[src/rtl/swcc_pkg.sv]
// ----------------------------------------------------------------------------
// swcc_pkg
// Shared types and constants for the safety word CRC checker.
// ----------------------------------------------------------------------------
package swcc_pkg;

    localparam int CRC_W      = 8;
    localparam int WORD_W     = 16;
    localparam int STATUS_W   = 3;
    localparam int CFG_IDX_W  = 2;

    localparam logic [CRC_W-1:0] CRC_POLY_RESET = 8'h1D;
    localparam logic [CRC_W-1:0] CRC_SEED_RESET = 8'hFF;

    // Safety word flag positions (active high = healthy)
    localparam int SYS_OK_BIT   = 14;
    localparam int IF_OK_BIT    = 13;
    localparam int ANGLE_OK_BIT = 12;

    typedef enum logic [1:0] {
        ACT_COMMAND = 2'd0,
        ACT_DATA    = 2'd1,
        ACT_SAFETY  = 2'd2,
        ACT_NONE    = 2'd3
    } action_t;

    typedef enum logic [STATUS_W-1:0] {
        ST_OK        = 3'd0,
        ST_SYS_ERR   = 3'd1,
        ST_IF_ERR    = 3'd2,
        ST_ANGLE_ERR = 3'd3,
        ST_CRC_ERR   = 3'd4
    } status_t;

    typedef enum logic [CFG_IDX_W-1:0] {
        REG_CRC_POLY = 2'd0,
        REG_CRC_SEED = 2'd1
    } cfg_reg_t;

    // One input word held in the input register
    typedef struct packed {
        logic [1:0]        action;
        logic [WORD_W-1:0] word;
    } item_t;

    // One frame result
    typedef struct packed {
        logic [STATUS_W-1:0] status;
        logic [WORD_W-1:0]   data_value;
        logic [CRC_W-1:0]    computed_crc;
        logic                reset_request;
    } result_t;

endpackage

[src/rtl/swcc_ifs.sv]
// ----------------------------------------------------------------------------
// swcc interfaces
// Valid/ready channels for input words, frame results and register writes.
// ----------------------------------------------------------------------------
interface swcc_word_if;
    logic        valid;
    logic        ready;
    logic [1:0]  action;
    logic [15:0] word;

    modport source (output valid, output action, output word, input ready);
    modport sink   (input valid, input action, input word, output ready);
endinterface

interface swcc_result_if;
    logic        valid;
    logic        ready;
    logic [2:0]  status;
    logic [15:0] data_value;
    logic [7:0]  computed_crc;
    logic        reset_request;

    modport source (output valid, output status, output data_value,
                    output computed_crc, output reset_request, input ready);
    modport sink   (input valid, input status, input data_value,
                    input computed_crc, input reset_request, output ready);
endinterface

interface swcc_cfg_if;
    logic       valid;
    logic       ready;
    logic [1:0] index;
    logic [7:0] data;

    modport source (output valid, output index, output data, input ready);
    modport sink   (input valid, input index, input data, output ready);
endinterface

[src/rtl/swcc_crc_fold.sv]
// ----------------------------------------------------------------------------
// swcc_crc_fold
// Folds a 16-bit word, high byte first, into a CRC-8 (MSB first).
// ----------------------------------------------------------------------------
module swcc_crc_fold (
    input  logic [swcc_pkg::CRC_W-1:0]  crc_in,
    input  logic [swcc_pkg::WORD_W-1:0] word,
    input  logic [swcc_pkg::CRC_W-1:0]  poly,
    output logic [swcc_pkg::CRC_W-1:0]  crc_out
);
    import swcc_pkg::*;

    // Sixteen unrolled shift/xor steps; low byte enters after the eighth
    always_comb
    begin
        logic [CRC_W-1:0] v;
        v = crc_in ^ word[WORD_W-1:CRC_W];
        for (int k = 0; k < WORD_W; k++)
        begin
            if (k == CRC_W)
            begin
                v = v ^ word[CRC_W-1:0];
            end
            if (v[CRC_W-1])
            begin
                v = {v[CRC_W-2:0], 1'b0} ^ poly;
            end
            else
            begin
                v = {v[CRC_W-2:0], 1'b0};
            end
        end
        crc_out = v;
    end

endmodule

[src/rtl/swcc_frame_eval.sv]
// ----------------------------------------------------------------------------
// swcc_frame_eval
// Frame state (CRC accumulator, last data word) and safety word evaluation.
// ----------------------------------------------------------------------------
module swcc_frame_eval (
    input  logic                       clk,
    input  logic                       rst_n,
    input  logic                       step,
    input  swcc_pkg::item_t            item,
    input  logic [swcc_pkg::CRC_W-1:0] poly,
    input  logic [swcc_pkg::CRC_W-1:0] seed,
    output swcc_pkg::result_t          result
);
    import swcc_pkg::*;

    logic [CRC_W-1:0]  acc_reg;
    logic [CRC_W-1:0]  acc_next;
    logic [WORD_W-1:0] held_reg;
    logic [WORD_W-1:0] held_next;
    logic [CRC_W-1:0]  fold_base;
    logic [CRC_W-1:0]  fold_crc;
    logic [CRC_W-1:0]  crc_inv;
    status_t           status;

    // Command words restart from the seed
    assign fold_base = (item.action == ACT_COMMAND) ? seed : acc_reg;

    swcc_crc_fold u_fold (
        .crc_in  (fold_base),
        .word    (item.word),
        .poly    (poly),
        .crc_out (fold_crc)
    );

    // State update
    always_comb
    begin
        acc_next  = acc_reg;
        held_next = held_reg;
        if (step)
        begin
            case (item.action)
                ACT_COMMAND:
                begin
                    acc_next  = fold_crc;
                    held_next = '0;
                end
                ACT_DATA:
                begin
                    acc_next  = fold_crc;
                    held_next = item.word;
                end
                default:
                begin
                    acc_next  = acc_reg;
                    held_next = held_reg;
                end
            endcase
        end
    end

    always_ff @(posedge clk or negedge rst_n)
    begin
        if (!rst_n)
        begin
            acc_reg  <= CRC_SEED_RESET;
            held_reg <= '0;
        end
        else
        begin
            acc_reg  <= acc_next;
            held_reg <= held_next;
        end
    end

    // Status by priority
    assign crc_inv = ~acc_reg;

    always_comb
    begin
        if (!item.word[SYS_OK_BIT])
        begin
            status = ST_SYS_ERR;
        end
        else if (!item.word[IF_OK_BIT])
        begin
            status = ST_IF_ERR;
        end
        else if (!item.word[ANGLE_OK_BIT])
        begin
            status = ST_ANGLE_ERR;
        end
        else if (item.word[CRC_W-1:0] != crc_inv)
        begin
            status = ST_CRC_ERR;
        end
        else
        begin
            status = ST_OK;
        end
    end

    assign result.status        = status;
    assign result.data_value    = (status == ST_OK) ? held_reg : '0;
    assign result.computed_crc  = crc_inv;
    assign result.reset_request = (status == ST_CRC_ERR);

endmodule

[src/rtl/safety_word_crc_checker_core.sv]
// ----------------------------------------------------------------------------
// safety_word_crc_checker_core
// Word-by-word CRC-8 check of a sensor serial frame with safety status.
// ----------------------------------------------------------------------------
//  channel | dir | payload                                        | role
//  --------+-----+------------------------------------------------+-----------------
//  frame   | in  | action, word                                   | link words
//  result  | out | status, data_value, computed_crc, reset_request| one per safety word
//  cfg     | in  | index, data                                    | register writes
//
//  One word per cycle unless a safety word waits on a stalled result. A result
//  is loaded from the input register into the result register. The CRC accumulator
//  is updated in the evaluation stage, so the sixteen-step fold sets the cycle time.
//  Reset loads polynomial 0x1D, seed 0xFF, accumulator 0xFF, data word 0.
//  A stalled result holds only safety words; command and data words keep
//  flowing until a safety word waits in the input register. cfg is always ready.
// ----------------------------------------------------------------------------
module safety_word_crc_checker_core (
    input  logic        clk,
    input  logic        rst_n,
    swcc_word_if.sink   frame,
    swcc_result_if.source result,
    swcc_cfg_if.sink    cfg
);
    import swcc_pkg::*;

    logic [CRC_W-1:0] poly_reg;
    logic [CRC_W-1:0] seed_reg;
    logic             in_valid_reg;
    logic             in_valid_next;
    item_t            item_reg;
    logic             out_valid_reg;
    logic             out_valid_next;
    result_t          out_reg;
    result_t          eval_res;
    logic             out_free;
    logic             step;
    logic             out_load;

    // Register writes
    assign cfg.ready = 1'b1;

    always_ff @(posedge clk or negedge rst_n)
    begin
        if (!rst_n)
        begin
            poly_reg <= CRC_POLY_RESET;
            seed_reg <= CRC_SEED_RESET;
        end
        else if (cfg.valid)
        begin
            case (cfg.index)
                REG_CRC_POLY: poly_reg <= cfg.data;
                REG_CRC_SEED: seed_reg <= cfg.data;
                default:      ;
            endcase
        end
    end

    // Stage handshake: only safety words need a free result slot
    assign out_free = !out_valid_reg || result.ready;
    assign step     = in_valid_reg && ((item_reg.action != ACT_SAFETY) || out_free);
    assign out_load = step && (item_reg.action == ACT_SAFETY);

    assign frame.ready    = !in_valid_reg || step;
    assign in_valid_next  = frame.valid || (in_valid_reg && !step);
    assign out_valid_next = out_load || (out_valid_reg && !result.ready);

    // Input register
    always_ff @(posedge clk or negedge rst_n)
    begin
        if (!rst_n)
        begin
            in_valid_reg <= 1'b0;
        end
        else if (frame.ready)
        begin
            in_valid_reg <= in_valid_next;
        end
    end

    always_ff @(posedge clk)
    begin
        if (frame.valid && frame.ready)
        begin
            item_reg.action <= frame.action;
            item_reg.word   <= frame.word;
        end
    end

    // Evaluation stage
    swcc_frame_eval u_eval (
        .clk    (clk),
        .rst_n  (rst_n),
        .step   (step),
        .item   (item_reg),
        .poly   (poly_reg),
        .seed   (seed_reg),
        .result (eval_res)
    );

    // Result register
    always_ff @(posedge clk or negedge rst_n)
    begin
        if (!rst_n)
        begin
            out_valid_reg <= 1'b0;
        end
        else
        begin
            out_valid_reg <= out_valid_next;
        end
    end

    always_ff @(posedge clk)
    begin
        if (out_load)
        begin
            out_reg <= eval_res;
        end
    end

    assign result.valid         = out_valid_reg;
    assign result.status        = out_reg.status;
    assign result.data_value    = out_reg.data_value;
    assign result.computed_crc  = out_reg.computed_crc;
    assign result.reset_request = out_reg.reset_request;

endmodule
[src/flat_wrapper.sv]
// flat-port wrapper written by rule: the top's interface ports become plain ports
module safety_word_crc_checker_core_flat import swcc_pkg::*;
  (clk, rst_n, frame_valid, frame_action, frame_word, frame_ready, result_valid, result_status, result_data_value, result_computed_crc, result_reset_request, result_ready, cfg_valid, cfg_index, cfg_data, cfg_ready);
  swcc_word_if frame_i ();
  swcc_result_if result_i ();
  swcc_cfg_if cfg_i ();
  input  logic clk;
  input  logic rst_n;
  input wire logic [$bits(frame_i.valid)-1:0] frame_valid;
  input wire logic [$bits(frame_i.action)-1:0] frame_action;
  input wire logic [$bits(frame_i.word)-1:0] frame_word;
  output wire logic [$bits(frame_i.ready)-1:0] frame_ready;
  output wire logic [$bits(result_i.valid)-1:0] result_valid;
  output wire logic [$bits(result_i.status)-1:0] result_status;
  output wire logic [$bits(result_i.data_value)-1:0] result_data_value;
  output wire logic [$bits(result_i.computed_crc)-1:0] result_computed_crc;
  output wire logic [$bits(result_i.reset_request)-1:0] result_reset_request;
  input wire logic [$bits(result_i.ready)-1:0] result_ready;
  input wire logic [$bits(cfg_i.valid)-1:0] cfg_valid;
  input wire logic [$bits(cfg_i.index)-1:0] cfg_index;
  input wire logic [$bits(cfg_i.data)-1:0] cfg_data;
  output wire logic [$bits(cfg_i.ready)-1:0] cfg_ready;
  assign frame_i.valid = frame_valid;
  assign frame_i.action = frame_action;
  assign frame_i.word = frame_word;
  assign frame_ready = frame_i.ready;
  assign result_valid = result_i.valid;
  assign result_status = result_i.status;
  assign result_data_value = result_i.data_value;
  assign result_computed_crc = result_i.computed_crc;
  assign result_reset_request = result_i.reset_request;
  assign result_i.ready = result_ready;
  assign cfg_i.valid = cfg_valid;
  assign cfg_i.index = cfg_index;
  assign cfg_i.data = cfg_data;
  assign cfg_ready = cfg_i.ready;
  safety_word_crc_checker_core u_core (.clk(clk), .rst_n(rst_n), .frame(frame_i), .result(result_i), .cfg(cfg_i));
endmodule
[config.mk]
export PLATFORM = sky130hd
export DESIGN_NAME = safety_word_crc_checker_core_flat
export DESIGN_NICKNAME = d
export VERILOG_FILES = /design/src/rtl/swcc_pkg.sv /design/src/rtl/swcc_ifs.sv /design/src/rtl/swcc_crc_fold.sv /design/src/rtl/swcc_frame_eval.sv /design/src/rtl/safety_word_crc_checker_core.sv /design/src/flat_wrapper.sv
export SDC_FILE = /design/constraint.sdc
export NUM_CORES = 1
export LEC_CHECK = 0
export BUFFER_PORTS_ARGS = -buffer_cell sky130_fd_sc_hd__clkbuf_2
export CAP_MARGIN = 10
export CORE_MARGIN = 5
export CORE_UTILIZATION = 60
export DETAILED_ROUTE_END_ITERATION = 7
export GPL_ROUTABILITY_DRIVEN = 0
export GPL_TIMING_DRIVEN = 0
export PLACE_DENSITY = 0.8
export SYNTH_ARGS = -nofsm -noshare
export SYNTH_HDL_FRONTEND = slang
export SYNTH_SLANG_ARGS = --single-unit
[constraint.sdc]
create_clock -name clk -period 9.4 [get_ports clk]
set_clock_uncertainty 0.1 [all_clocks]
set_input_delay 1.88 -clock clk [delete_from_list [all_inputs] [get_ports clk]]
set_output_delay 1.88 -clock clk [all_outputs]
set_load 0.01 [all_outputs]
==> metrics <==
Resized Gates After CTS 0; IO Port Bufs 62; period utilisation layout 0.917; Die ar. 0.0152 mm^2; WHS Path Cells 2; CTS HTree Levels 3; worst reg2reg path startpoint u_core.item_reg[16]$_DFFE_PP_; Final min period 8.62 ns; share of the synthesized area in the top cell type 0.180; Worst Path Class, Setup flip-flop to flip-flop; slowest stage delay, CP 0.71 ns; worst skew pair latency 0.34 ns; register area share after synthesis 0.320; most common cell in the netlist nand2_1; worst relative slew slack 0.310; WHS Endpoint u_core.u_eval.held_reg[2]$_DFFE_PN0P_; first-pass GRT wire length 35600 um; clock-pin slew on the worst setup and hold paths 0.06 ns; routed wire length 22600 um; setup total negative slack 0 ns; Post-synth EDFFs 46; DRC 0; FF-to-FF End u_core.u_eval.acc_reg[5]$_DFFE_PN1P_; detailed placement HPWL 17000 um; antenna-violating nets left 0; # diodes 0; worst path bufs/invs 3; startpoint types flip-flop; Clock Path Buffers 2; Post-synth top cells 94 x nand2_1, 61 x xnor2_1, 53 x nor2_1, 46 x edfxtp_1; HP Start u_core.u_eval.held_reg[2]$_DFFE_PN0P_; I/O pin count 64; largest net degree at the start of global routing 43; critical path endpoint category flip-flop; worst-path fanout max 10; number of synthesis warnings 0; reg2reg setup slack 0.78 ns; Worst Tran Pin Value 1.04 ns; row count 41; Die Ht 123 um; global route overflow 0; FF-to-FF path depth 25; largest area contributor in the netlist edfxtp_1; CP max stage cell xor2_1; outcome finished, final reports clean; initial antenna violation count 0; CTS buffer count 9; final core occ 0.676; Setup Viol. Count Final 0; max_cap viols 0; GR Util All Layers 0.303; Top FF cell, synth edfxtp_1; filler cell count 1015; syn nets 890; Worst EP arrival 8.78 ns; DR vias/cell 6.69; Critical Path RT 9.56 ns; Starting Density 0.611; asr flop ratio synth 0.477; Max Clk Rate 116 MHz; Setup Fix Bufs, Post-CTS 0; Hold Path Class flip-flop to flip-flop; RSZ-0062 raised after global routing false; die width 123 um; area grow syn2layout 10.7%; CTS tree built; CORE AREA 0.0126 mm^2; Pre-Repair DR Iteration Count 6; CTS root buf clkbuf_16; Top delay family on crit path compound AO/OA/AOI/OAI gates; Distinct cells, synth 102; fin nets 964; Hold-fix buffers, CTS 0; Slew Viols, Final 0; routed length per instance 20.4 um; syn avg cell area 8.96 um^2; share of cells above drive strength 1 0.188; Post-Synthesis Cell Area 0.00768 mm^2; total clock sinks 88; Via Count 7417; Synth area leaders edfxtp_1 18%, dfrtp_1 7.2%, xnor2_1 7.0%, dfstp_2 6.8%, nand2_1 4.6%; synthesized flop and latch total 88; max FFs per register 18; Syn Inst Count 857; Hold Vio Cnt, Final 0; vias in the first global route 6871; Initial DRC Count 787
==> cells in the final DEF, fill, tap and decap left out, types with 10 or more instances in the layout <==
cell type   n
nand4_1    11
dfstp_2    20
o211a_1    11
clkbuf_1   44
o21ai_0    44
inv_1      18
nor2_1     53
dfrtp_1    22
and2_1     25
o211ai_1   16
xnor2_1    61
xor2_1     11
nand2_1    94
o21ai_1    11
nor3_1     18
mux2i_1    13
clkbuf_2   62
a21oi_1    30
mux2_2     11
a211oi_1   16
edfxtp_1   46
a31oi_1    10
a21o_1     10
nand3_1    37
==> kinds of logic (layout without fill, tap and decap cells) <==
kind of cell,after synthesis,after routing,share of synthesized area
XOR/XNOR,83,83,0.114
other,1,1,0.000488
buffers and inverters,83,162,0.0460
multiplexers,24,24,0.0331
flip-flops,88,88,0.320
AND/OR/NAND/NOR,302,302,0.203
AO/OA/AOI/OAI,276,276,0.283
==> layout make-up <==
cell class,instances,area (um^2),share of cell area
inverter,20,75.1,0.00884
buffer,63,278,0.0327
timing repair buffer,63,325,0.0383
multi-input combinational,686,4870,0.573
clock buffer,10,239,0.0281
tap,172,215,0.0253
clock inverter,6,35.0,0.00412
sequential,88,2460,0.289
==> worst register-to-register path, delay by kind of cell, from the launching register on <==
| family | cells | cell delay [ns] |
|---|---|---|
| xor+xnor | 4 | 1.84 |
| buf+inv | 3 | 0.58 |
| mux | 2 | 0.52 |
| flops | 1 | 0.49 |
| compound gates | 9 | 2.86 |
| simple gates | 7 | 2.15 |
==> layer usage <==
metal  vias to the layer above  GRT usage  part of all wire
met4                         0      0.156             0.052
met1                      3462      0.390              0.39
li1                       3416          -                 -
met2                       446      0.492              0.45
met3                        93     0.0512             0.099
met5                         -          0                 0
==> through the flow <==
| step | cells | setup slack (ns) | cell area (um^2) | hold slack, ns |
|---|---|---|---|---|
| after floorplan | 857 | 2.12 | 7680 | 0.330 |
| after global placement | 1091 | 1.05 | 8200 | 0.342 |
| after detailed placement | 1092 | 0.928 | 8220 | 0.348 |
| after CTS | 1108 | 0.903 | 8500 | 0.361 |
| after global routing | 1108 | 0.324 | 8500 | 0.381 |
| final | 1108 | 0.777 | 8500 | 0.359 |
==> how the worst max path moves through the flow <==
stage	from	endpoint	slack, ns	depth (start not counted)
finish	u_core.item_reg[16]$_DFFE_PP_	u_core.u_eval.acc_reg[5]$_DFFE_PN1P_	0.78	25
global placement	u_core.item_reg[17]$_DFFE_PP_	u_core.u_eval.acc_reg[5]$_DFFE_PN1P_	1.05	26
floorplan	u_core.item_reg[17]$_DFFE_PP_	u_core.u_eval.acc_reg[5]$_DFFE_PN1P_	2.12	27
CTS	u_core.item_reg[16]$_DFFE_PP_	u_core.u_eval.acc_reg[5]$_DFFE_PN1P_	0.90	25
detailed placement	u_core.item_reg[16]$_DFFE_PP_	u_core.u_eval.acc_reg[5]$_DFFE_PN1P_	0.93	25
global route	u_core.item_reg[16]$_DFFE_PP_	u_core.u_eval.acc_reg[5]$_DFFE_PN1P_	0.32	24
Power is left out: the tool's default activity adds up to more than one toggle a clock period on the data nets, which glitch-free logic cannot reach.
